File: src/hdl/rsi_pkg.sv
// ----------------------------------------------------------------------------
// rsi_pkg: shared types for the ray-sphere intersection core
// Holds the control word that walks down the cell chains with each ray.
// ----------------------------------------------------------------------------
package rsi_pkg;

  // Control word carried alongside every ray through the pipeline
  typedef struct packed {
    logic valid;
    logic hit;
  } rsi_ctrl_t;

endpackage

File: src/hdl/rsi_div_cell.sv
// ----------------------------------------------------------------------------
// rsi_div_cell: one bit cell of the restoring divider chain
// Produces one quotient bit per cell and registers the partial remainder.
// ----------------------------------------------------------------------------
module rsi_div_cell import rsi_pkg::*; #(
  parameter int unsigned AW = 48,
  parameter int unsigned NB = 24,
  parameter int unsigned PW = 2
) (
  input  logic           clk_i,
  input  logic           rst_ni,
  input  logic           en_i,
  input  rsi_ctrl_t      ctrl_i,
  input  logic [AW-1:0]  rem_i,
  input  logic [NB-1:0]  num_i,
  input  logic [NB-1:0]  quo_i,
  input  logic [AW-1:0]  den_i,
  input  logic [PW-1:0]  pay_i,
  output rsi_ctrl_t      ctrl_o,
  output logic [AW-1:0]  rem_o,
  output logic [NB-1:0]  num_o,
  output logic [NB-1:0]  quo_o,
  output logic [AW-1:0]  den_o,
  output logic [PW-1:0]  pay_o
);

  logic [AW:0] rem_sh;
  logic [AW:0] diff;
  logic        ge;

  // Shift in the next numerator bit and compare against the divisor
  always_comb begin
    rem_sh = {rem_i, num_i[NB-1]};
    diff   = rem_sh - {1'b0, den_i};
    ge     = (rem_sh >= {1'b0, den_i});
  end

  // Hold control under reset
  always_ff @(posedge clk_i or negedge rst_ni) begin
    if (!rst_ni) begin
      ctrl_o <= '0;
    end else if (en_i) begin
      ctrl_o <= ctrl_i;
    end
  end

  // Advance remainder and quotient
  always_ff @(posedge clk_i) begin
    if (en_i) begin
      rem_o <= ge ? diff[AW-1:0] : rem_sh[AW-1:0];
      quo_o <= {quo_i[NB-2:0], ge};
      num_o <= {num_i[NB-2:0], 1'b0};
      den_o <= den_i;
      pay_o <= pay_i;
    end
  end

endmodule

File: config.mk
export PLATFORM = sky130hd
export DESIGN_NAME = rsi_div_cell
export DESIGN_NICKNAME = d
export VERILOG_FILES = /design/src/hdl/rsi_pkg.sv /design/src/hdl/rsi_div_cell.sv
export SDC_FILE = /design/constraint.sdc
export NUM_CORES = 1
export LEC_CHECK = 0
export BUFFER_PORTS_ARGS = -buffer_cell sky130_fd_sc_hd__buf_4
export CORE_MARGIN = 1
export CORE_UTILIZATION = 40
export CTS_BUF_LIST = sky130_fd_sc_hd__clkbuf_8
export CTS_CLUSTER_DIAMETER = 50
export CTS_CLUSTER_SIZE = 24
export DETAILED_ROUTE_END_ITERATION = 10
export PLACE_DENSITY = 0.67
export SETUP_SLACK_MARGIN = 0.02
export SYNTH_ARGS = -nofsm -noshare
export SYNTH_HDL_FRONTEND = slang
export SYNTH_SLANG_ARGS = --single-unit
File: constraint.sdc
create_clock -name clk_i -period 1 [get_ports clk_i]
set_input_delay 0.05 -clock clk_i [delete_from_list [all_inputs] [get_ports clk_i]]
set_output_delay 0.05 -clock clk_i [all_outputs]
set_load 0.05 [all_outputs]
==> reports/metrics.yaml, run 1 <==
yosysSeqAreaShare: 0.5415
numCtsBuffers: 17
p_leak_nw: 6.857
cts-root-buf: "clkbuf_8"
clock-sinks: 147
p_comb_frac: 0.413
fin_hold_ws_ns: 0.04287
pwr-share-clk: 0.224
route.detailed.drc: 0
setup_slack_ns: -1.408
hold_path_class: "in2reg"
initial_core_util: 0.4125
ir_worst_vdd_mv: 0.8348
ios: 299
io_buffers: 296
status: "complete, but fails checks"
gp_congestion: 0.8958
grt_max_degree: 45
ys_async_sr_fraction: 0.01361
synthFlopType: "edfxtp_1"
core_sq_um: 19720
drtIter0Drc: 356
cp-start-kind: "input port"
final_nets: 1543
final_cell_mix: "buf_4, buf_6, edfxtp_1, dlygate4sd3_1, inv_1"
drive_above_1_share: 0.4867
p_total_w: 0.02175
antenna_found_initial: 1
drtAntennaViolNets: 0
grt.overflow.total: 0
clock_latency_ns: 0.46
fin_skew_ns: 0
via_per_inst: 4.916
grtUsageMet2: 0.4899
crit_slowest_cell: "nor4_4"
pre_cts_slack_ns: -1.961
critPathMaxStageDelay_ns: 0.33
switchingPower_w: 0.007989
rows: 51
dr.pass1.iters: 5
p_int_w: 0.01376
worstPathRequired_ns: 1.22
top_usage_layer: "met2"
dp_hpwl_um: 19200
wirelength_um: 27760
power.density_nw_per_um2: 1432
synth_area_sq_um: 8133
num_vias: 7974
grt_pass1_wl_um: 41480
final.setup.tns_ns: -76.29
violations: "negative setup slack"
crit_path_end_kind: "flop"
post_drt_wl_per_cell_um: 17.11
mostFrequentLayoutCell: "buf_4"
syn-instance-count: 682
syn_to_final_growth_pct: 86.74
clk_pin_slew_ns: 0.10
grt_pass1_vias: 8351
die_h_um: 144.6
path_class: "in2reg"
cp_max_fo: 5
crit_chain: "buf_4, ha_4, a21oi_2, o21a_1, o22ai_2, nor4_4, nor2_2, a32o_2, o31a_1, a31o_4, bufbuf_16, mux2_4"
synth.distinct_cells: 61
ys_seq_elements: 147
synth_edf_count: 145
sw_frac_of_total: 0.3674
crit_arrival_ns: 2.63
fmax_mhz: 415.3
track_usage: 0.2625
die-area_sq_um: 20910
fin_cells: 1622
grt_use_met1: 0.2859
cap_violations: 0
placedCellCount: 1425
fin_crit_sh: 2.408
yosysWarnings: 0
hold_viol_final: 0
tritoncts: "built"
seqPwrFrac: 0.364
setup_violations: 196
min_period_ns: 2.408
avgSynthCellArea_sq_um: 11.92
syn_nets: 882
rsz0062_at_grt: "true"
maxSlewViolCount: 0
htree_levels: 4
grt_use_met3: 0.07517
clk_path_buf_depth: 2
fp.dieW_um: 144.6
[cell usage after synthesis, types with 2 or more instances]
cell type	n	area [sq um]
a211oi_1	3	22.52
a21boi_0	2	15.01
a21o_1	22	165.2
a21oi_1	54	270.3
a31o_2	4	35.03
a31oi_1	6	37.54
and2_1	3	18.77
and3_1	10	62.56
and4_1	3	26.28
buf_2	3	15.01
buf_6	3	33.78
clkbuf_1	10	37.54
dfrtp_1	2	50.05
edfxtp_1	145	4354
ha_1	48	600.6
inv_1	70	262.8
mux2_2	30	337.8
mux2_4	15	225.2
mux2i_1	5	50.05
nand2_1	32	120.1
nand2b_1	6	37.54
nand3_1	13	65.06
nand4_1	11	68.82
nor2_1	30	112.6
nor2b_1	4	25.02
nor3_1	17	85.08
o211ai_1	8	60.06
o21a_1	6	45.04
o21ai_0	26	130.1
o21ai_1	2	10.01
o21bai_1	10	75.07
o22ai_1	3	18.77
o311a_1	2	20.02
o31a_1	4	35.03
o31ai_1	5	37.54
or2_2	2	12.51
or3_1	4	25.02
or4_1	2	15.01
xnor2_1	26	227.7
xor2_1	10	87.58
[timing repair]
action	CTS	global route
cloned	1	1
gates resized for setup	202	17
pin swaps	14	8
hold endpoints to repair	146	0
hold buffers	145	0
setup endpoints to repair	196	196
setup buffers	18	2
[path summary, 6_finish.rpt]
check / startpoint / to / slack [ns] / cells after the start
max in group asynchronous: rst_ni / ctrl_o[1]$_DFFE_PN0P_ / 0.44 / 3
hold / removal: rem_i[0] / rem_o[1]$_DFFE_PP_ / 0.04 / 3
min in group asynchronous: rst_ni / ctrl_o[0]$_DFFE_PN0P_ / 0.42 / 3
setup / recovery: rem_i[5] / rem_o[40]$_DFFE_PP_ / -1.41 / 12
hold reg to reg: ctrl_o[1]$_DFFE_PN0P_ / ctrl_o[1]$_DFFE_PN0P_ / 0.54 / 1
setup reg to reg: ctrl_o[0]$_DFFE_PN0P_ / ctrl_o[0]$_DFFE_PN0P_ / 0.22 / 1
[critical path: cells and delay by family]
kind / cells / cell delay, ns
AO/OA/AOI/OAI: 6 / 1.22
multiplexers: 1 / 0.28
adder cells (fa/ha/maj): 1 / 0.25
AND/OR/NAND/NOR: 2 / 0.41
buffers and inverters: 2 / 0.40
[registers in the layout, summed over array words and instances (netlist names)]
signal and cells:
ctrl_o 2, den_o 48, num_o 23, pay_o 2
quo_o 24, rem_o 48
[layout make-up]
| cell class | count | area [sq um] |
|---|---|---|
| antenna | 1 | 2.502 |
| sequential | 147 | 4407 |
| multi-input combinational | 448 | 3732 |
| tap | 265 | 331.6 |
| fill | 1266 | 4531 |
| clock inverter | 15 | 182.7 |
| clock buffer | 17 | 234.0 |
| inverter | 70 | 285.3 |
| timing repair buffer | 659 | 6012 |
[kinds of logic (layout without fill, tap and decap cells)]
family                   count (synthesis)  in the layout  share of synthesized area
other                                    1              2                  0.0004611
AO/OA/AOI/OAI                          173            173                     0.1383
multiplexers                            50             50                    0.07538
XOR/XNOR                                36             36                    0.03877
adder cells (fa/ha/maj)                 49             49                    0.07631
AND/OR/NAND/NOR                        139            139                    0.08539
buffers and inverters                   87            761                    0.04385
flip-flops                             147            147                     0.5415
[metal layers]
metal,vias up,wire [um]
met3,27,2108
met1,3784,10630
met2,291,14560
li1,3872,-
met4,0,452
met5,-,0
[power by group through the flow]
stage          registers, W  clock network (W)  logic (W)
2_1_floorplan        0.0102                  0    0.00226
3_3_place_gp        0.00788                  0    0.00756
3_5_place_dp        0.00789                  0    0.00767
4_1_cts             0.00789            0.00495    0.00882
5_1_grt             0.00796            0.00517    0.00948
6_report            0.00791            0.00486    0.00898
[through the flow]
step,util,instance area (sq um)
global placement,0.6228,12280
CTS,0.7654,15090
detailed placement,0.6228,12280
floorplan,-,8283
finish,0.7702,15190
global route,0.7702,15190
Note: power is estimated with default switching activity, not from simulation.
==> run 2: changes to the inputs <==
--- a/config.mk
+++ b/config.mk
@@ -8,7 +8,6 @@
 export BUFFER_PORTS_ARGS = -buffer_cell sky130_fd_sc_hd__buf_4
 export CORE_MARGIN = 1
 export CORE_UTILIZATION = 40
-export CTS_BUF_LIST = sky130_fd_sc_hd__clkbuf_8
 export CTS_CLUSTER_DIAMETER = 50
 export CTS_CLUSTER_SIZE = 24
 export DETAILED_ROUTE_END_ITERATION = 10
==> run 2 against run 1 <==
The run still ends with negative setup slack left. Final area up 2.2%. Wire length up 2.0%. Sequential power about the same. Clock-buffer cell count unchanged. Final cell count up 0.43%. Highest routed layer unchanged. First-iteration DRC count up 2.0%. Sequential share of layout area down 0.63 points. Register-to-register slack about the same. Global-route usage up 0.45 points. Worst setup slack better by 0.0053 ns.
==> reports/metrics.yaml, run 2 (same netlist as run 1, synthesis figures left out) <==
max_slew_margin: 0.6735
final_nets: 1551  # +0.52%
min_to: "rem_o[1]$_DFFE_PP_"
cap_violations: 0  # unchanged
final_cell_mix: "buf_4, buf_6, edfxtp_1, dlygate4sd3_1, inv_1"
track_usage: 0.2670  # +0.004464
mostFrequentLayoutCell: "buf_4"
rows: 51  # unchanged
r2r_start: "ctrl_o[0]$_DFFE_PN0P_"
critPathMaxStageDelay_ns: 0.33  # about the same
worstPathRequired_ns: 1.18  # -0.04 ns
drive_above_1_share: 0.4934  # +0.006676
fp.dieW_um: 144.6  # unchanged
initial_core_util: 0.4125  # unchanged
gp_congestion: 0.8958  # unchanged
clk_path_buf_depth: 2  # unchanged
dp_hpwl_um: 19200  # unchanged
ir_worst_vdd_mv: 1.265  # +52%
n_antenna_cell: 0  # -1
hold_viol_final: 0  # unchanged
drtAntennaViolNets: 0  # unchanged
critPathBufInv: 2  # unchanged
ff2ff_setup_slack_ns: 0.22  # about the same
worstMarginPinSlew_ns: 0.4846
crit_family: "compound AO/OA/AOI/OAI gates"
route.detailed.drc: 0  # unchanged
status: "complete, but fails checks"
core_sq_um: 19720  # unchanged
num_vias: 8052  # +0.98%
grt_pass1_vias: 8353  # +0.024%
violations: "negative setup slack"
io_buffers: 296  # unchanged
die-area_sq_um: 20910  # unchanged
tritoncts: "built"
drtIter0Drc: 363  # +2.0%
maxSlewViolCount: 0  # unchanged
clk_pin_slew_ns: 0.07  # -0.03 ns
cts-root-buf: "clkbuf_16"
post_drt_wl_per_cell_um: 17.38  # +1.5%
min_period_ns: 2.403  # -0.005330 ns
grt.overflow.total: 0  # unchanged
antenna_found_initial: 0  # -1
cp-start-kind: "input port"
cp_max_fo: 7  # +2
wirelength_um: 28310  # +2.0%
via_per_inst: 4.943  # +0.54%
grt_pass1_wl_um: 42270  # +1.9%
grt_max_degree: 45  # unchanged
fin_skew_ns: 0  # unchanged
setup_violations: 196  # unchanged
fin_crit_sh: 2.403  # -0.005330
path_class: "in2reg"
power.density_nw_per_um2: 1518  # +6.0%
crit_slowest_cell: "nor4_4"
ios: 299  # unchanged
syn_to_final_growth_pct: 90.88
clock_latency_ns: 0.43  # -0.03 ns
design_area_sq_um: 15520  # +2.2%
dpl_cell_area_sq_um: 12280  # unchanged
rsz0062_at_grt: "true"
worstHoldPathCells: 3  # unchanged
setup_slack_ns: -1.403  # +0.005330 ns
htree_levels: 4  # unchanged
dr.pass1.iters: 5  # unchanged
clock-sinks: 147  # unchanged
final_util: 0.7873  # +0.01707
crit_chain: "buf_6, ha_4, a21o_1, a21oi_2, o22ai_2, nor4_4, nor2_2, a32o_2, o31a_1, a31o_4, clkbuf_16, mux2_4"
crit_arrival_ns: 2.58  # -0.05 ns
r2r_cells: 1  # unchanged
numCtsBuffers: 17  # unchanged
fmax_mhz: 416.2  # +0.22%
die_h_um: 144.6  # unchanged
hold_path_class: "in2reg"
pre_cts_slack_ns: -1.961  # unchanged
p_leak_nw: 6.996  # +2.0%
final.setup.tns_ns: -71.72  # +4.568 ns
reg.largest.list: "den_o: 48 flops, rem_o: 48 flops, quo_o: 24 flops"
hold_start: "rem_i[0]"
crit_path_end_kind: "flop"
worstReg2RegEnd: "ctrl_o[0]$_DFFE_PN0P_"
run 2: cell count changes in the layout (fill, tap and decap cells not counted), moves of 4 or more:
cell	delta
buf_4	+5
buf_6	+4
clkbuf_16	+17
clkbuf_8	-17
run 2: timing repair:
action	CTS	global route
hold endpoints to repair	146	0
endpoints found under the setup margin	196	196
hold buffers	145	0
gates cloned	1	2
gates resized for setup	204	29
buffers inserted	21	5
pin swaps	17	11
run 2: report_power, final:
| part | total [W] | switching (W) | internal [W] | leakage, nW |
|---|---|---|---|---|
| clock network | 0.00653 | 0.00313 | 0.00341 | 0.294 |
| registers | 0.00791 | 0.000323 | 0.00759 | 1.44 |
| logic | 0.00912 | 0.00481 | 0.00431 | 5.26 |
| total | 0.0236 | 0.00826 | 0.0153 | 7.00 |
run 2: metrics by stage:
step	power (W)	hold slack, ns	cells
finish	0.02356	0.06974	1629
global route	0.02445	0.08079	1629
CTS	0.02336	0.05758	1622
detailed placement	0.01556	-0.1656	1425
global placement	0.01545	-0.1670	1425
floorplan	0.01243	-0.2456	682
run 2: cell type report:
| type | count | area (sq um) |
|---|---|---|
| fill | 1209 | 4194 |
| sequential | 147 | 4407 |
| clock buffer | 17 | 425.4 |
| tap | 265 | 331.6 |
| timing repair buffer | 667 | 6075 |
| clock inverter | 15 | 182.7 |
| inverter | 70 | 285.3 |
| multi-input combinational | 448 | 3817 |
run 2: layer usage:
| metal | wire length, um | vias up | global-route usage |
|---|---|---|---|
| met3 | 2155 | 39 | 0.07020 |
| met4 | 551 | 0 | 0.08310 |
| li1 | - | 3890 | - |
| met5 | 0 | - | 0 |
| met1 | 10760 | 3814 | 0.2946 |
| met2 | 14840 | 309 | 0.4954 |
run 2: worst max path at each step:
stage                     startpoint             endpoint  slack [ns]  cells after the start
after CTS                   rem_i[2]   rem_o[5]$_DFFE_PP_       -1.40                     12
after global routing        rem_i[2]  rem_o[24]$_DFFE_PP_       -1.52                     12
after floorplan             den_i[9]  rem_o[29]$_DFFE_PP_       -1.66                     14
after detailed placement    den_i[3]  rem_o[46]$_DFFE_PP_       -1.96                     14
after global placement      rem_i[3]   rem_o[4]$_DFFE_PP_       -1.87                     13
final                       rem_i[9]  rem_o[26]$_DFFE_PP_       -1.40                     12
run 2: worst min-delay path, delay by kind of cell:
| kind | cells | cell delay, ns |
|---|---|---|
| mux | 1 | 0.13 |
| buf+inv | 2 | 0.17 |
==> run 3: changes to the inputs <==
==> constraint.sdc (replaced) <==
create_clock -name clk_i -period 2.89 [get_ports clk_i]
set_input_delay 0.1445 -clock clk_i [delete_from_list [all_inputs] [get_ports clk_i]]
set_output_delay 0.1445 -clock clk_i [all_outputs]
set_load 0.05 [all_outputs]
==> run 3 against run 2 <==
The run now ends clean. Clock skew unchanged. Register-to-register slack better by 1.9 ns. Die area did not move. Critical path type unchanged.
==> reports/metrics.yaml, run 3 (same netlist as run 1, synthesis figures left out) <==
status: "finished clean"
reg.largest.list: "den_o: 48 flops, rem_o: 48 flops, quo_o: 24 flops"
wirelength_um: 24510  # -13%
dr.pass1.iters: 4  # -1
hold_viol_final: 0  # unchanged
drtIter0Drc: 359  # -1.1%
p_total_w: 0.007739  # -67%
crit_path_end_kind: "flop"
fillCellCount: 1522  # +26%
clk_pin_slew_ns: 0.07  # about the same
fin_crit_sh: 0.9674
final_nets: 1372  # -12%
grt.overflow.total: 0  # unchanged
rsz0062_at_grt: "true"
drtAntennaViolNets: 0  # unchanged
setup_violations: 0  # -100%
route.detailed.drc: 0  # unchanged
cts-root-buf: "clkbuf_16"
gp_congestion: 0.9190  # +2.6%
htree_levels: 4  # unchanged
clock_latency_ns: 0.43  # about the same
drive_above_1_share: 0.4219  # -0.07146
die-area_sq_um: 20910  # unchanged
r2r_cells: 1  # unchanged
fmax_mhz: 357.7
cp_max_fo: 7  # unchanged
mostFrequentLayoutCell: "buf_4"
track_usage: 0.2303  # -0.03673
path_class: "in2reg"
ir_worst_vdd_mv: 0.4382  # -65%
core_sq_um: 19720  # unchanged
fin_skew_ns: 0  # unchanged
maxSlewViolCount: 0  # unchanged
p_leak_nw: 5.924  # -15%
max_slew_margin: 0.5320  # -0.1416
crit_arrival_ns: 2.97  # +0.39 ns
fp.dieW_um: 144.6  # unchanged
power.density_nw_per_um2: 587.9  # -61%
die_h_um: 144.6  # unchanged
hold_path_class: "in2async"
syn_to_final_growth_pct: 61.86
worstPathRequired_ns: 3.07  # +1.89 ns
design_area_sq_um: 13160  # -15%
final_cell_mix: "buf_4, edfxtp_1, dlygate4sd3_1"
num_vias: 7237  # -10%
numCtsBuffers: 17  # unchanged
tritoncts: "built"
cp-start-kind: "input port"
ios: 299  # unchanged
dp_hpwl_um: 17980  # -6.3%
post_drt_wl_per_cell_um: 16.89  # -2.8%
dpl_cell_area_sq_um: 11290  # -8.0%
min_period_ns: 2.796
initial_core_util: 0.4125  # unchanged
grt_pass1_vias: 7347  # -12%
rows: 51  # unchanged
fin_hold_ws_ns: 0.02054  # -0.04920 ns
clock-sinks: 147  # unchanged
io_buffers: 296  # unchanged
grt_pass1_wl_um: 36390  # -14%
worstMarginPinSlew_ns: 0.7020  # +0.2175 ns
cap_violations: 0  # unchanged
grt_max_degree: 71  # +58%
antenna_found_initial: 1  # +1
clk_path_buf_depth: 2  # unchanged
via_per_inst: 4.988  # +0.90%
run 3: cell types whose count changed in the layout (fill, tap and decap cells not counted), moves of 4 or more:
| cell | change |
|---|---|
| buf_6 | -152 |
| dlygate4sd3_1 | -47 |
| buf_4 | +25 |
| inv_1 | +12 |
| ha_1 | +11 |
| ha_4 | -11 |
| inv_2 | -7 |
| inv_4 | -4 |
| inv_6 | +4 |
| mux2_2 | +4 |
| mux2_4 | -4 |
run 3: worst max-delay path, cell delays in order:
cell and delay, ns:
buf_4 0.11, ha_1 0.32, buf_4 0.15, a21oi_4 0.19, a2111oi_4 0.10, buf_4 0.16, nor4_4 0.31, nor2_2 0.09
a32o_2 0.27, o31a_1 0.31, a31o_4 0.29, clkbuf_16 0.19, mux2_4 0.31
run 3: metal layers:
metal / GRT usage / vias to the layer above / routed length (um)
met3: 0.06589 / 34 / 1706
met4: 0.07812 / 0 / 445
met1: 0.2692 / 3387 / 10090
met5: 0 / - / 0
met2: 0.4021 / 266 / 12270
li1: - / 3550 / -
run 3: path summary, 6_finish.rpt:
path                                       startpoint                    end  slack (ns)
worst max-delay path                         rem_i[3]    rem_o[29]$_DFFE_PP_        0.09
worst min-delay path                           rst_ni  ctrl_o[1]$_DFFE_PN0P_        0.02
worst max register to register  ctrl_o[1]$_DFFE_PN0P_  ctrl_o[1]$_DFFE_PN0P_        2.14
worst min register to register  ctrl_o[0]$_DFFE_PN0P_  ctrl_o[0]$_DFFE_PN0P_        0.51
max in group asynchronous                      rst_ni  ctrl_o[0]$_DFFE_PN0P_        2.78
min in group clk_i                           rem_i[3]     rem_o[4]$_DFFE_PP_        0.02
run 3: power by group:
part / leakage (nW) / switching [W] / internal, W
combinational: 4.17 / 0.00155 / 0.00108
clock: 0.310 / 0.00102 / 0.00141
sequential: 1.44 / 0.0000673 / 0.00262
total: 5.92 / 0.00264 / 0.00510
run 3: area by class of cell:
cell class	instances	area [sq um]	share of cell area
flip-flops and latches	147	4404	0.3346
multi-input cells	448	3551	0.2697
clock buffers	17	425.4	0.03232
inverters	70	262.8	0.01996
diodes	1	2.502	0.0001901
well taps	265	331.6	0.02519
repair buffers	488	3975	0.3020
clock inverters	15	211.5	0.01606
run 3: what timing repair did:
action | CTS | global route
setup endpoints to repair | 0 | 45
endpoints found under the hold margin | 100 | 0
hold buffers | 99 | 0
setup buffers | 0 | 4
gates resized for setup | 0 | 35
run 3: per-stage QoR:
stage | utilization | setup TNS, ns | setup WS (ns) | cells
after floorplan | - | 0 | 0.03290 | 682
after global placement | 0.5727 | -16.04 | -0.3893 | 1313
after detailed placement | 0.5727 | -15.43 | -0.3773 | 1313
after CTS | 0.6552 | 0 | 0.02326 | 1444
after global routing | 0.6676 | -0.01495 | -0.007123 | 1451
final | 0.6676 | 0 | 0.09427 | 1451
